==> src/rtl/qrs_pkg.sv <==
// Shared types, constants and a helper function for the quadratic root solver.
// Depends on nothing; every other file of the block imports it.
`default_nettype none

package qrs_pkg;

    // Default generics of the block.
    localparam int COEF_WIDTH_DEF = 16;
    localparam int FRAC_BITS_DEF  = 16;

    // Fixed widths of the result fields.
    localparam int OUT_W  = 36;
    localparam int KIND_W = 2;

    // Kind of roots reported with every result.
    typedef enum logic [KIND_W-1:0] {
        KIND_DISTINCT = 2'd0,
        KIND_EQUAL    = 2'd1,
        KIND_COMPLEX  = 2'd2,
        KIND_ERROR    = 2'd3
    } kind_t;

    // Discriminant classification passed from the front end downstream.
    typedef struct packed {
        logic err;    // coefficient a is zero
        logic dneg;   // discriminant is negative
        logic dzero;  // discriminant is zero
    } disc_flags_t;

    // Width of the signed numerators fed to the divider lanes.
    function automatic int num_width(input int nb_w, input int root_w);
        int w;
        w = (nb_w > root_w + 1) ? nb_w : root_w + 1;
        return w + 1;
    endfunction

endpackage

`default_nettype wire

==> src/rtl/qrs_sqrt.sv <==
// Pipelined integer square root, one result bit per register stage.
// Depends on qrs_pkg for defaults; carries an opaque sideband alongside.
`default_nettype none

module qrs_sqrt
    import qrs_pkg::*;
#(
    parameter int DMAG_W    = 2 * COEF_WIDTH_DEF + 2,
    parameter int FRAC_BITS = FRAC_BITS_DEF,
    parameter int SIDE_W    = 1
) (
    input  wire logic                                     aclk,
    input  wire logic                                     aresetn,
    input  wire logic                                     en,
    input  wire logic                                     in_valid,
    input  wire logic [DMAG_W-1:0]                        in_dmag,
    input  wire logic [SIDE_W-1:0]                        in_side,
    output logic                                          out_valid,
    output logic [(DMAG_W+2*FRAC_BITS+1)/2-1:0]           out_root,
    output logic [SIDE_W-1:0]                             out_side
);

    localparam int SQW  = (DMAG_W + 2 * FRAC_BITS + 1) / 2;
    localparam int RADW = 2 * SQW;
    localparam int RMW  = SQW + 3;

    typedef struct packed {
        logic [RMW-1:0]  rem;
        logic [SQW-1:0]  res;
        logic [RADW-1:0] rad;
    } stg_t;

    // One restoring step: bring down the next bit pair, try (res*4 + 1).
    function automatic stg_t sq_step(input stg_t cur);
        stg_t           nxt;
        logic [RMW-1:0] rem_s;
        logic [RMW-1:0] trial;
        nxt   = cur;
        rem_s = {cur.rem[RMW-3:0], cur.rad[RADW-1 -: 2]};
        trial = RMW'({cur.res, 2'b01});
        nxt.rad = cur.rad << 2;
        nxt.res = cur.res << 1;
        if (rem_s >= trial) begin
            nxt.rem    = rem_s - trial;
            nxt.res[0] = 1'b1;
        end else begin
            nxt.rem = rem_s;
        end
        return nxt;
    endfunction

    stg_t              stg_reg  [0:SQW-1];
    logic [SIDE_W-1:0] side_reg [0:SQW-1];
    logic              vld_reg  [0:SQW-1];
    stg_t              first_in;

    // Radicand is the discriminant magnitude scaled by 2^(2*FRAC_BITS).
    always_comb begin
        first_in.rem = '0;
        first_in.res = '0;
        first_in.rad = RADW'(in_dmag) << (2 * FRAC_BITS);
    end

    // Each stage resolves one root bit.
    always_ff @(posedge aclk) begin
        if (en) begin
            for (int k = 0; k < SQW; k++) begin
                if (k == 0) begin
                    stg_reg[k]  <= sq_step(first_in);
                    side_reg[k] <= in_side;
                end else begin
                    stg_reg[k]  <= sq_step(stg_reg[k-1]);
                    side_reg[k] <= side_reg[k-1];
                end
            end
        end
    end

    // Valid bits shift with their stages.
    always_ff @(posedge aclk) begin
        if (!aresetn) begin
            for (int k = 0; k < SQW; k++) begin
                vld_reg[k] <= 1'b0;
            end
        end else if (en) begin
            for (int k = 0; k < SQW; k++) begin
                vld_reg[k] <= (k == 0) ? in_valid : vld_reg[k-1];
            end
        end
    end

    assign out_valid = vld_reg[SQW-1];
    assign out_root  = stg_reg[SQW-1].res;
    assign out_side  = side_reg[SQW-1];

endmodule

`default_nettype wire

==> config.mk <==
export PLATFORM = sky130hd
export DESIGN_NAME = qrs_sqrt
export DESIGN_NICKNAME = d
export VERILOG_FILES = /design/src/rtl/qrs_pkg.sv /design/src/rtl/qrs_sqrt.sv
export SDC_FILE = /design/constraint.sdc
export NUM_CORES = 2
export LEC_CHECK = 0
export ABC_AREA = 1
export BUFFER_PORTS_ARGS = -buffer_cell sky130_fd_sc_hd__buf_2
export CORE_UTILIZATION = 65
export CTS_CLUSTER_SIZE = 30
export DETAILED_ROUTE_END_ITERATION = 16
export PLACE_DENSITY = 0.87
export SLEW_MARGIN = 15
export SYNTH_ARGS = -nofsm -noshare
export SYNTH_HDL_FRONTEND = slang
export SYNTH_MEMORY_MAX_BITS = 65536
export SYNTH_SLANG_ARGS = --single-unit
==> constraint.sdc <==
create_clock -name aclk -period 4.4 [get_ports aclk]
set_input_delay 0.44 -clock aclk [delete_from_list [all_inputs] [get_ports aclk]]
set_output_delay 0.44 -clock aclk [all_outputs]
set_load 0.01 [all_outputs]
==> out/metrics.yaml <==
wl_met1_um: 127000
hpwl_um: 255400
synth_fp_nets: 15346
gp_congestion: 1.034
highest_layer: "met5"
grt_pass1_wl_um: 514700
tightest_slew_ns: 1.036
holdWs_ns: 0.01458
grt_overflow: 0
p_sw_mw: 21.53
criticalPathCategory: "register to register"
clk_pin_slew_ns: 0.07
drv_cap: 0
p_seq_share_pct: 42.8
hold_start: "en"
cp-end-kind: "register"
synth_warnings: 0
seq_area_frac_synth_pct: 48.08
viasPerCell: 5.783
synth_area_sq_um: 120000
wl_met2_um: 156900
r2r_start: "stg_reg[0][3422]"
ys_seq_elements: 1921
fp.dieW_um: 431.6
min_period_ns: 3.270
n_antenna_cell: 0
drive_gt1_share_pct: 4.540
syn_avg_cell_area_sq_um: 8.147
timing.fmax_mhz: 305.8
first_pass_iters: 10
cellLeakagePower_nw: 59.36
clock_power_share_pct: 28.2
drcViolationCount: 0
dr.first_iter.drc_count: 11209
synth-edff-count: 1921
wire_per_inst_um: 18.98
grt_use_total_pct: 35.18
clock-sinks: 1921
clockBufferDepth: 3
grt_max_degree: 159
max_slew_margin_pct: 30.91
drv_slew: 0
fp-row-count: 157
die_area_sq_um: 186300
p_int_mw: 38.40
rr_worst_depth: 12
skew_ns: 0.07153
fin_nets: 15521
start_kind: "register"
first_global_vias: 95259
critPathRequiredTime_ns: 5.01
htreeDepth: 4
p_per_area_nw_per_um2: 462.8
finalSetupViolCount: 0
reg2reg_slack_ns: 1.13
io_pins: 74
cts_root_buffer: "clkbuf_16"
synth.distinct_cells: 63
initial_utilization_pct: 65.46
setup-tns-final_ns: 0
whs_path_depth: 1
die_y_um: 431.6
synthFlopType: "edfxtp_1"
ant_nets: 0
hold_path.class: "primary input to register"
insertion_delay_ns: 0.87
crit_fanout: 34
async_flop_share_pct: 0
period_share_pct: 74.32
ir_worst_vdd_mv: 0.5434
wl_met3_um: 27570
largest_reg_flops: 1855
via_count: 101373
rsz0062_at_grt: "false"
r2r_end: "stg_reg[0][3582]"
syn-instance-count: 14727
antenna_found_initial: 1
area_delta_synth_final_pct: 7.945
post_cts_buffers: 0
status: "finished, final reports clean"
switching_share_pct: 35.92
cts_tree: "yes"
wirelength_um: 332700
pwr-share-comb_pct: 29.0
critPathArrivalTime_ns: 3.88
numPortBuffers: 73
coreArea_sq_um: 183300
whs_endpoint: "stg_reg[0][183]"
cts_buffers: 194
finalHoldViolCount: 0
[critical path: stages (launching register included)]
cell	delay, ns
edfxtp_1	0.47
ha_1	0.27
fa_1	0.41
nand3_1	0.14
nor2_1	0.08
a21oi_1	0.15
nand2_1	0.14
nand2_1	0.11
nand2_1	0.09
nand2_2	0.39
nand2_2	0.49
nand2_1	0.20
nand2_1	0.06
[what timing repair did]
item,CTS,global route
setup endpoints to repair,0,0
endpoints found under the hold margin,37,0
hold buffers,37,0
resized for setup,0,0
[cells in the mapped netlist, types with 8 or more instances]
cell type,instances,share of area [%]
and2_1,18,0.094
nand2_4,11,0.10
inv_2,17,0.053
and3_1,8,0.042
o21ai_2,31,0.23
o21ai_0,419,1.7
fa_1,15,0.25
edfxtp_1,1921,48
nand4_1,270,1.4
nor4_1,41,0.21
buf_6,37,0.35
a21o_1,32,0.20
xor2_1,325,2.4
buf_4,78,0.49
xnor2_1,138,1.0
nor2_4,9,0.084
nand2_2,32,0.17
nand2_1,4446,14
a21boi_0,20,0.13
nand3_2,11,0.092
a21oi_2,48,0.35
a21oi_1,665,2.8
o21bai_1,64,0.40
nor2_1,1436,4.5
nand3b_1,108,0.68
buf_2,69,0.29
nand3_1,1117,4.7
or2_2,36,0.19
o21ai_1,44,0.18
nor2_2,22,0.11
ha_1,565,5.9
inv_1,2355,7.4
nor3_1,242,1.0
[per-layer routing]
| metal | vias to the layer above | GRT usage (%) |
|---|---|---|
| met5 | - | 0 |
| met4 | 2 | 19.81 |
| met3 | 1219 | 4.782 |
| met2 | 5297 | 58.57 |
| met1 | 46289 | 44.31 |
| li1 | 48566 | - |
[power by group through the flow]
stage	Sequential [mW]	Clock (mW)	Combinational, mW
after CTS	25.6	17.0	17.0
after global routing	25.7	17.7	19.4
after detailed placement	25.9	0	16.8
after floorplan	24.6	0	12.4
final	25.7	16.9	17.4
after global placement	25.9	0	16.5
[cells in the final DEF (no fill, tap or decap), drive strengths merged, types with 3 or more instances in the layout]
cell type | netlist | final
a21boi | 24 | 24
a21o | 32 | 32
a21oi | 714 | 714
a31oi | 7 | 7
and2 | 18 | 18
and3 | 8 | 8
buf | 189 | 138
bufinv | 0 | 19
clkbuf | 7 | 220
clkinv | 0 | 86
clkinvlp | 0 | 23
dlygate4sd3 | 0 | 37
edfxtp | 1921 | 1921
fa | 15 | 15
ha | 565 | 565
inv | 2375 | 2387
nand2 | 4489 | 4489
nand2b | 3 | 3
nand3 | 1133 | 1133
nand3b | 108 | 108
nand4 | 271 | 271
nor2 | 1467 | 1467
nor3 | 251 | 251
nor3b | 5 | 5
nor4 | 41 | 41
o211ai | 6 | 6
o21ai | 494 | 494
o21bai | 64 | 64
or2 | 41 | 41
or3 | 3 | 3
xnor2 | 138 | 138
xor2 | 326 | 326
[stage by stage]
step / setup slack [ns] / instance area, sq um / utilization (%) / std cells / total power [mW]
global route: 0.9076 / 129500 / 70.66 / 17530 / 62.82
detailed placement: 1.241 / 122600 / 66.92 / 17133 / 42.67
CTS: 1.193 / 129500 / 70.66 / 17530 / 59.56
floorplan: 2.000 / 120000 / - / 14727 / 37.03
finish: 1.130 / 129500 / 70.66 / 17530 / 59.93
global placement: 1.355 / 122600 / 66.92 / 17133 / 42.36
[cell type report]
type,count,area (sq um)
Sequential cell,1921,57690
Clock buffer,220,4995
Timing Repair Buffer,175,1401
Multi-Input combinational cell,10235,51920
Tap cell,2464,3083
Clock inverter,140,1503
Inverter,2375,8925
Fill cell,14271,53770
[logic make-up (layout without fill, tap and decap cells)]
logic type | Yosys count | count (layout) | share of synthesized area, %
AND/OR/NAND/NOR | 7843 | 7843 | 27.55
XOR/XNOR | 464 | 464 | 3.394
AO/OA/AOI/OAI | 1347 | 1347 | 6.185
buffers and inverters | 2571 | 2910 | 8.646
adder cells (fa/ha/maj) | 580 | 580 | 6.143
flip-flops | 1921 | 1921 | 48.08
other | 1 | 1 | 0.003126
[how the worst max path moves through the flow]
stage	to	slack (ns)	startpoint
final	stg_reg[0][3582]	1.13	stg_reg[0][3422]
after global routing	stg_reg[0][3560]	0.91	stg_reg[0][3422]
after CTS	stg_reg[0][3566]	1.19	stg_reg[0][3422]
after detailed placement	stg_reg[0][3566]	1.24	stg_reg[0][3422]
after global placement	stg_reg[0][3580]	1.36	stg_reg[0][3422]
after floorplan	stg_reg[0][2515]	2.00	stg_reg[0][2358]
No activity file was read; power rests on OpenSTA's default activity.
