--- src/rtl/qrs_pkg.sv ---
// Shared types, constants and a helper function for the quadratic root solver.
// Depends on nothing; every other file of the block imports it.
`default_nettype none

package qrs_pkg;

    // Default generics of the block.
    localparam int COEF_WIDTH_DEF = 16;
    localparam int FRAC_BITS_DEF  = 16;

    // Fixed widths of the result fields.
    localparam int OUT_W  = 36;
    localparam int KIND_W = 2;

    // Kind of roots reported with every result.
    typedef enum logic [KIND_W-1:0] {
        KIND_DISTINCT = 2'd0,
        KIND_EQUAL    = 2'd1,
        KIND_COMPLEX  = 2'd2,
        KIND_ERROR    = 2'd3
    } kind_t;

    // Discriminant classification passed from the front end downstream.
    typedef struct packed {
        logic err;    // coefficient a is zero
        logic dneg;   // discriminant is negative
        logic dzero;  // discriminant is zero
    } disc_flags_t;

    // Width of the signed numerators fed to the divider lanes.
    function automatic int num_width(input int nb_w, input int root_w);
        int w;
        w = (nb_w > root_w + 1) ? nb_w : root_w + 1;
        return w + 1;
    endfunction

endpackage

`default_nettype wire

--- src/rtl/qrs_disc.sv ---
// Front end: coefficient products and the exact discriminant, two register stages.
// Depends on qrs_pkg.
`default_nettype none

module qrs_disc
    import qrs_pkg::*;
#(
    parameter int COEF_WIDTH = COEF_WIDTH_DEF,
    parameter int FRAC_BITS  = FRAC_BITS_DEF
) (
    input  wire logic                                     aclk,
    input  wire logic                                     aresetn,
    input  wire logic                                     en,
    input  wire logic                                     in_valid,
    input  wire logic signed [COEF_WIDTH-1:0]             in_a,
    input  wire logic signed [COEF_WIDTH-1:0]             in_b,
    input  wire logic signed [COEF_WIDTH-1:0]             in_c,
    output logic                                          out_valid,
    output logic [2*COEF_WIDTH+1:0]                       out_dmag,
    output disc_flags_t                                   out_flags,
    output logic signed [COEF_WIDTH+FRAC_BITS:0]          out_nb,
    output logic signed [COEF_WIDTH:0]                    out_den
);

    localparam int W    = COEF_WIDTH;
    localparam int DW   = 2 * W + 2;
    localparam int NBW  = W + 1 + FRAC_BITS;

    // Stage one registers.
    logic                  v1_reg;
    logic [2*W-1:0]        acm_reg, acm_next;
    logic [2*W-1:0]        bsq_reg, bsq_next;
    logic                  mixed_reg, mixed_next;
    logic                  azero_reg, azero_next;
    logic signed [NBW-1:0] nb1_reg, nb1_next;
    logic signed [W:0]     den1_reg, den1_next;

    // Stage two registers.
    logic                  v2_reg;
    logic [DW-1:0]         dmag_reg, dmag_next;
    disc_flags_t           flags_reg, flags_next;
    logic signed [NBW-1:0] nb2_reg;
    logic signed [W:0]     den2_reg;

    logic [W-1:0]          mag_a, mag_b, mag_c;
    logic signed [NBW-1:0] nb_ext;
    logic [DW-1:0]         bw, four_ac;

    // Magnitudes, products and the scaled negated b.
    always_comb begin
        mag_a      = in_a[W-1] ? (~in_a + 1'b1) : in_a;
        mag_b      = in_b[W-1] ? (~in_b + 1'b1) : in_b;
        mag_c      = in_c[W-1] ? (~in_c + 1'b1) : in_c;
        acm_next   = mag_a * mag_c;
        bsq_next   = mag_b * mag_b;
        mixed_next = (in_a[W-1] != in_c[W-1]) && (in_c != '0);
        azero_next = (in_a == '0);
        nb_ext     = NBW'(in_b);
        nb1_next   = (-nb_ext) <<< FRAC_BITS;
        den1_next  = (W + 1)'(in_a) <<< 1;
    end

    // Discriminant magnitude and sign from b*b and 4*|a*c|.
    always_comb begin
        bw      = DW'(bsq_reg);
        four_ac = DW'(acm_reg) << 2;
        flags_next.err  = azero_reg;
        flags_next.dneg = 1'b0;
        if (mixed_reg) begin
            dmag_next = bw + four_ac;
        end else if (bw >= four_ac) begin
            dmag_next = bw - four_ac;
        end else begin
            dmag_next       = four_ac - bw;
            flags_next.dneg = 1'b1;
        end
        flags_next.dzero = (dmag_next == '0);
    end

    // Payload registers advance with the pipeline enable.
    always_ff @(posedge aclk) begin
        if (en) begin
            acm_reg   <= acm_next;
            bsq_reg   <= bsq_next;
            mixed_reg <= mixed_next;
            azero_reg <= azero_next;
            nb1_reg   <= nb1_next;
            den1_reg  <= den1_next;
            dmag_reg  <= dmag_next;
            flags_reg <= flags_next;
            nb2_reg   <= nb1_reg;
            den2_reg  <= den1_reg;
        end
    end

    // Valid bits travel with the data.
    always_ff @(posedge aclk) begin
        if (!aresetn) begin
            v1_reg <= 1'b0;
            v2_reg <= 1'b0;
        end else if (en) begin
            v1_reg <= in_valid;
            v2_reg <= v1_reg;
        end
    end

    assign out_valid = v2_reg;
    assign out_dmag  = dmag_reg;
    assign out_flags = flags_reg;
    assign out_nb    = nb2_reg;
    assign out_den   = den2_reg;

endmodule

`default_nettype wire

--- config.mk ---
export PLATFORM = sky130hd
export DESIGN_NAME = qrs_disc
export DESIGN_NICKNAME = d
export VERILOG_FILES = /design/src/rtl/qrs_pkg.sv /design/src/rtl/qrs_disc.sv
export SDC_FILE = /design/constraint.sdc
export NUM_CORES = 1
export LEC_CHECK = 0
export ABC_CLOCK_PERIOD_IN_PS = 12100
export BUFFER_PORTS_ARGS = -buffer_cell sky130_fd_sc_hd__buf_4
export CAP_MARGIN = 25
export CORE_MARGIN = 4
export CORE_UTILIZATION = 25
export DETAILED_ROUTE_END_ITERATION = 8
export PLACE_DENSITY_LB_ADDON = 0.15
export SYNTH_ARGS = -nofsm -noshare
export SYNTH_HDL_FRONTEND = slang
export SYNTH_SLANG_ARGS = --single-unit
export TNS_END_PERCENT = 100
--- constraint.sdc ---
create_clock -name aclk -period 12.1 [get_ports aclk]
set_input_delay 2.42 -clock aclk [delete_from_list [all_inputs] [get_ports aclk]]
set_output_delay 2.42 -clock aclk [all_outputs]
set_load 0.03 [all_outputs]
==> metrics, run 1 <==
outcome finished, final reports clean; max FFs per register 34; Slew HR 24.8%; flops & latches, synth 168; GRT Total Usage 14.0%; root buffer cell clkbuf_16; die area 111000 um2; Crit path max-delay family adder cells; Slew @ Worst Pin 1.12 ns; share of cells above drive strength 1 8.65%; slowest stage delay, CP 0.55 ns; Num CTS Buffers 17; Final Util 28.3%; post-CTS setup buffers 0; post-placement setup slack 0.252 ns; startpoint types primary input; row count 119; cell taking the most area after synthesis fa_1; Synth-to-Final Area Change 12.4%; Post-synth top cells inv_1, fa_1, ha_1; Worst Hold Launch nb1_reg[29]$_DFFE_PP_; routed vias/inst 4.52; # clock sinks 168; DR vias 19749; Max-cap violations 0; post-DP HPWL 63.8 mm; Cells after Synth 2840; RSZ-0062 raised after global routing false; arrival time worst endpoint 11.66 ns; Worst Path Buf+Inv 5; Post-Route WL 76.6 mm; overflow left after global routing 0; Setup Total Neg Slack 0 ns; first-iteration detailed-routing DRC count 1132; crit-path max FO 10; reg2reg end out_flags[0]$_DFFE_PP_; dpl cells 4338; number of diodes 0; slowest CP cell fa_1; first-pass GRT wire length 121 mm; Worst path depth 33; TritonCTS clock tree done; Layout Skew 0.0137 ns; async set or reset register ratio after synthesis 0%; WHS Path Cells 0; yosys warns 0; worst setup margin 0.709 ns; CTS max path bufs 2; H-Tree Depth 4; Clock transition at path regs 0.08 ns; Die Ht 333 um; Non-Filler Instances 4372; startpoint of the worst register-to-register path acm_reg[26]$_DFFE_PP_; Post-synth EDFFs 166; area share of the largest cell type after synthesis 27.3%; Syn Area/Cell 9.31 um2; Crit. End Element flop; vias in the first global route 20497; Port Buffer Count 122; I/O pin count 140; Netlist Area Pre-Place 26400 um2; Hold-fix buffers, CTS 0; clk_lat worst skew 0.50 ns; initial antenna violation count 1; # DRC 0; top_reg_cell synth edfxtp_1; R2R setup slack 5.85 ns; Fin. Hold Viols 0; Setup violations, final 0; hold endpoint out_nb[29]$_DFFE_PP_; initial core utilization 25.1%; library cells used by synthesis 89; max-slew violation count 0; Final Cycle Share 94.1%; R2R cell count 16; fin nets 3672; sequential area share after synthesis 19.0%; CTS resizes 0; Min-Delay Path Class reg2reg; largest cells by area after synthesis fa_1, edfxtp_1, ha_1, inv_1, nor2_1; post-layout min period 11.39 ns; die width 333 um; Core Region 105000 um2; ANT nets after route 0; GP Congestion 0.834; drt first pass iters 7; top-count cell post-synth inv_1; WS Path Type in2reg; wire length per cell 17.5 um; Max Clock Freq 87.8 MHz; largest net degree at the start of global routing 64; Worst Path Required 12.36 ns
## layout by cell type (no fill, tap or decap), types with 61 or more instances in the layout
cell type / netlist / final
a21oi_1: 122 / 122
buf_4: 22 / 184
xor2_1: 64 / 64
nor2_1: 270 / 270
nand2_1: 261 / 261
ha_1: 292 / 292
o21ai_0: 61 / 61
inv_1: 554 / 554
edfxtp_1: 166 / 166
xnor2_1: 102 / 99
fa_1: 360 / 360
## worst reg2reg max path: cells and delay by family (launching register included)
family	cells	cell delay [ns]
mux	1	0.30
flops	1	0.44
simple gates	9	3.77
fa+ha+maj	1	0.58
buf+inv	2	0.41
compound gates	3	0.59
## cell type report
cell class | instances | area [um2]
inverters | 562 | 2110
repair buffers | 185 | 1400
flip-flops and latches | 168 | 5020
clock inverters | 13 | 123
well taps | 1391 | 1740
clock buffers | 19 | 433
multi-input cells | 2034 | 18900
fillers | 11423 | 75400
## through the flow
step	hold slack, ns	cell area [um2]
after global placement	0.402	29100
after floorplan	0.400	26500
after detailed placement	0.405	29100
after CTS	0.417	29700
final	0.420	29700
after global routing	0.425	29700
## how the worst max path moves through the flow
stage / from / to / slack [ns]
floorplan: in_b[0] / bsq_reg[30]$_DFFE_PP_ / 1.17
global placement: in_b[0] / bsq_reg[30]$_DFFE_PP_ / 0.28
detailed placement: in_b[0] / bsq_reg[30]$_DFFE_PP_ / 0.25
CTS: in_b[0] / bsq_reg[30]$_DFFE_PP_ / 0.80
global route: in_b[0] / bsq_reg[30]$_DFFE_PP_ / 0.31
finish: in_b[0] / bsq_reg[30]$_DFFE_PP_ / 0.71
## logic make-up after synthesis
group                      count (synthesis)  synth area share, %
buffers and inverters                    654                 9.81
muxes                                     22                0.866
DFF                                      168                 19.0
xor gates and xnor gates                 167                 5.61
and+or+nand+nor                          778                 13.4
adders and majority gates                652                 41.1
other                                      1               0.0142
AOI/OAI and AO/OA                        398                 10.1
## per-layer routing
| metal | global-route usage, % | vias up | part of all wire [%] |
|---|---|---|---|
| met2 | 22.6 | 349 | 47 |
| met5 | 0 | - | 0.016 |
| met4 | 3.95 | 2 | 2.1 |
| li1 | - | 9379 | - |
| met3 | 2.14 | 53 | 4.5 |
| met1 | 19.5 | 9966 | 46 |
Power of run 1 is not shown: default switching activity piles up to over one toggle a cycle in this logic, so the estimate is an artifact.
==> inputs of run 2 (changes only) <==
- GPL_ROUTABILITY_DRIVEN: default -> 0
- GPL_TIMING_DRIVEN: default -> 0
==> run 2 against run 1 <==
Against the previous run: final cell count up 0.98%; clock skew decreased by 0.0014 ns; non-clock buffer count rose by 43; largest cell class unchanged; hold slack got worse by 0.00072 ns; utilization is 0.19 points higher; highest routed layer is now met4.
==> metrics, run 2 (same netlist as run 1, synthesis figures left out) <==
Worst Path Required 12.34 ns (-0.02 ns); Non-Filler Instances 4415 (+0.98%); crit-path max FO 6 (-4); Max-cap violations 0 (unchanged); Num CTS Buffers 17 (unchanged); post-CTS setup buffers 0 (unchanged); R2R setup slack 6.07 ns (+0.22 ns); vias in the first global route 20658 (+0.79%); Setup violations, final 0 (unchanged); root buffer cell clkbuf_16; startpoint of the worst register-to-register path acm_reg[0]$_DFFE_PP_; initial antenna violation count 2 (+1); outcome finished, final reports clean; I/O pin count 140 (unchanged); Post-Route WL 79.5 mm (+3.8%); routed vias/inst 4.52 (about the same); wire length per cell 18.0 um (+2.8%); WS Path Type in2reg; GRT Total Usage 14.5% (+0.52 points); Layout Skew 0.0123 ns (-0.00144 ns); dpl cells 4382 (+1.0%); worst setup margin 0.584 ns (-0.126 ns); post-placement setup slack -1.09 ns (-1.35 ns); DR vias 19951 (+1.0%); Slew @ Worst Pin 1.08 ns (-0.0415 ns); first-iteration detailed-routing DRC count 1265 (+12%); Slew HR 27.4% (+2.6 points); clk_lat worst skew 0.49 ns (about the same); CTS resizes 2 (+2); slowest CP cell fa_1; Synth-to-Final Area Change 13.2%; crit path to acm_reg[30]$_DFFE_PP_; Worst path depth 32 (-3.0%); CTS max path bufs 2 (unchanged); Layout fillers 11393 (-0.26%); reg2reg end out_flags[0]$_DFFE_PP_; # clock sinks 168 (unchanged); RSZ-0062 raised after global routing false; Critical Path Start in_a[2]; Fin. Hold Viols 0 (unchanged); die width 333 um (unchanged); Core Region 105000 um2 (unchanged); Clock transition at path regs 0.07 ns (about the same); largest net degree at the start of global routing 101 (+58%); # DRC 0 (unchanged); Crit. End Element flop; row count 119 (unchanged); Max Clock Freq 86.8 MHz (-1.1%); post-DP HPWL 67.0 mm (+5.0%); H-Tree Depth 4 (unchanged); max FFs per register 34 (unchanged); overflow left after global routing 0 (unchanged); ANT nets after route 0 (unchanged); Min-Delay Path Class reg2reg; max-slew violation count 0 (unchanged); share of cells above drive strength 1 8.43% (-0.22 points); drt first pass iters 7 (unchanged); Worst Path Buf+Inv 5 (unchanged); Port Buffer Count 121 (-0.82%); fin nets 3715 (+1.2%); R2R cell count 17 (+1); most used cell, CP fa_1; startpoint types primary input; arrival time worst endpoint 11.75 ns (+0.09 ns); first-pass GRT wire length 124 mm (+2.9%); Hold-fix buffers, CTS 0 (unchanged); initial core utilization 25.1% (unchanged); Final Cycle Share 95.2% (+1.0 points); die area 111000 um2 (unchanged); slowest stage delay, CP 0.55 ns (about the same); number of diodes 0 (unchanged); Crit path max-delay family adder cells; commonest non-fill, non-tap cell in the layout inv_1; post-layout min period 11.52 ns (+0.126 ns); most frequent cells in the layout inv_1, fa_1, ha_1, nor2_1, nand2_1; TritonCTS clock tree done; Die Ht 333 um (unchanged)
[run 2: worst min path at each step]
stage	startpoint	endpoint	slack, ns	cells past startpoint
2_1_floorplan	den1_reg[10]$_DFFE_PP_	out_den[10]$_DFFE_PP_	0.40	0
6_report	nb1_reg[20]$_DFFE_PP_	out_nb[20]$_DFFE_PP_	0.42	0
3_5_place_dp	den1_reg[12]$_DFFE_PP_	out_den[12]$_DFFE_PP_	0.40	0
5_1_grt	nb1_reg[22]$_DFFE_PP_	out_nb[22]$_DFFE_PP_	0.42	0
4_1_cts	den1_reg[1]$_DFFE_PP_	out_den[1]$_DFFE_PP_	0.42	0
3_3_place_gp	den1_reg[16]$_DFFE_PP_	out_den[16]$_DFFE_PP_	0.40	0
[run 2: cell type report]
class / count / area (um2) / share of cell area [%]
multi-input combinational: 2034 / 18900 / 63.2
inverter: 562 / 2120 / 7.10
tap: 1391 / 1740 / 5.82
clock inverter: 15 / 139 / 0.464
clock buffer: 17 / 425 / 1.42
buffer: 91 / 482 / 1.61
sequential: 168 / 5020 / 16.8
timing repair buffer: 137 / 1070 / 3.59
[run 2: worst register-to-register path, stage by stage (launching register included)]
cell	delay, ns
edfxtp_1	0.47
ha_1	0.25
inv_1	0.07
fa_1	0.47
a211oi_2	0.34
o211ai_2	0.17
a21oi_4	0.28
o41ai_4	0.13
and2_1	0.18
clkbuf_1	0.33
nor3_4	0.66
mux2i_1	0.31
or3_1	0.35
or4_1	0.50
nor4_2	0.35
nand4b_1	0.47
nand4bb_1	0.39
nor4_2	0.15
[run 2: stage by stage]
step           util [%]  TNS, ns  instance area (um2)  hold slack (ns)
6_report           28.5        0                29900            0.419
5_1_grt            28.5        0                29900            0.422
4_1_cts            28.4        0                29900            0.420
3_5_place_dp       27.9    -5.42                29300            0.405
3_3_place_gp       27.7    -7.10                29100            0.402
2_1_floorplan         -        0                26500            0.400
[run 2: routing by layer]
| layer | vias to the layer above | part of all wire [%] | global-route usage (%) |
|---|---|---|---|
| met5 | - | 0 | 0 |
| met4 | 0 | 1.7 | 3.61 |
| met3 | 50 | 5.2 | 2.30 |
| met2 | 411 | 46 | 23.2 |
| met1 | 10033 | 47 | 20.6 |
| li1 | 9457 | - | - |
Power of run 2 is left out for the same reason.
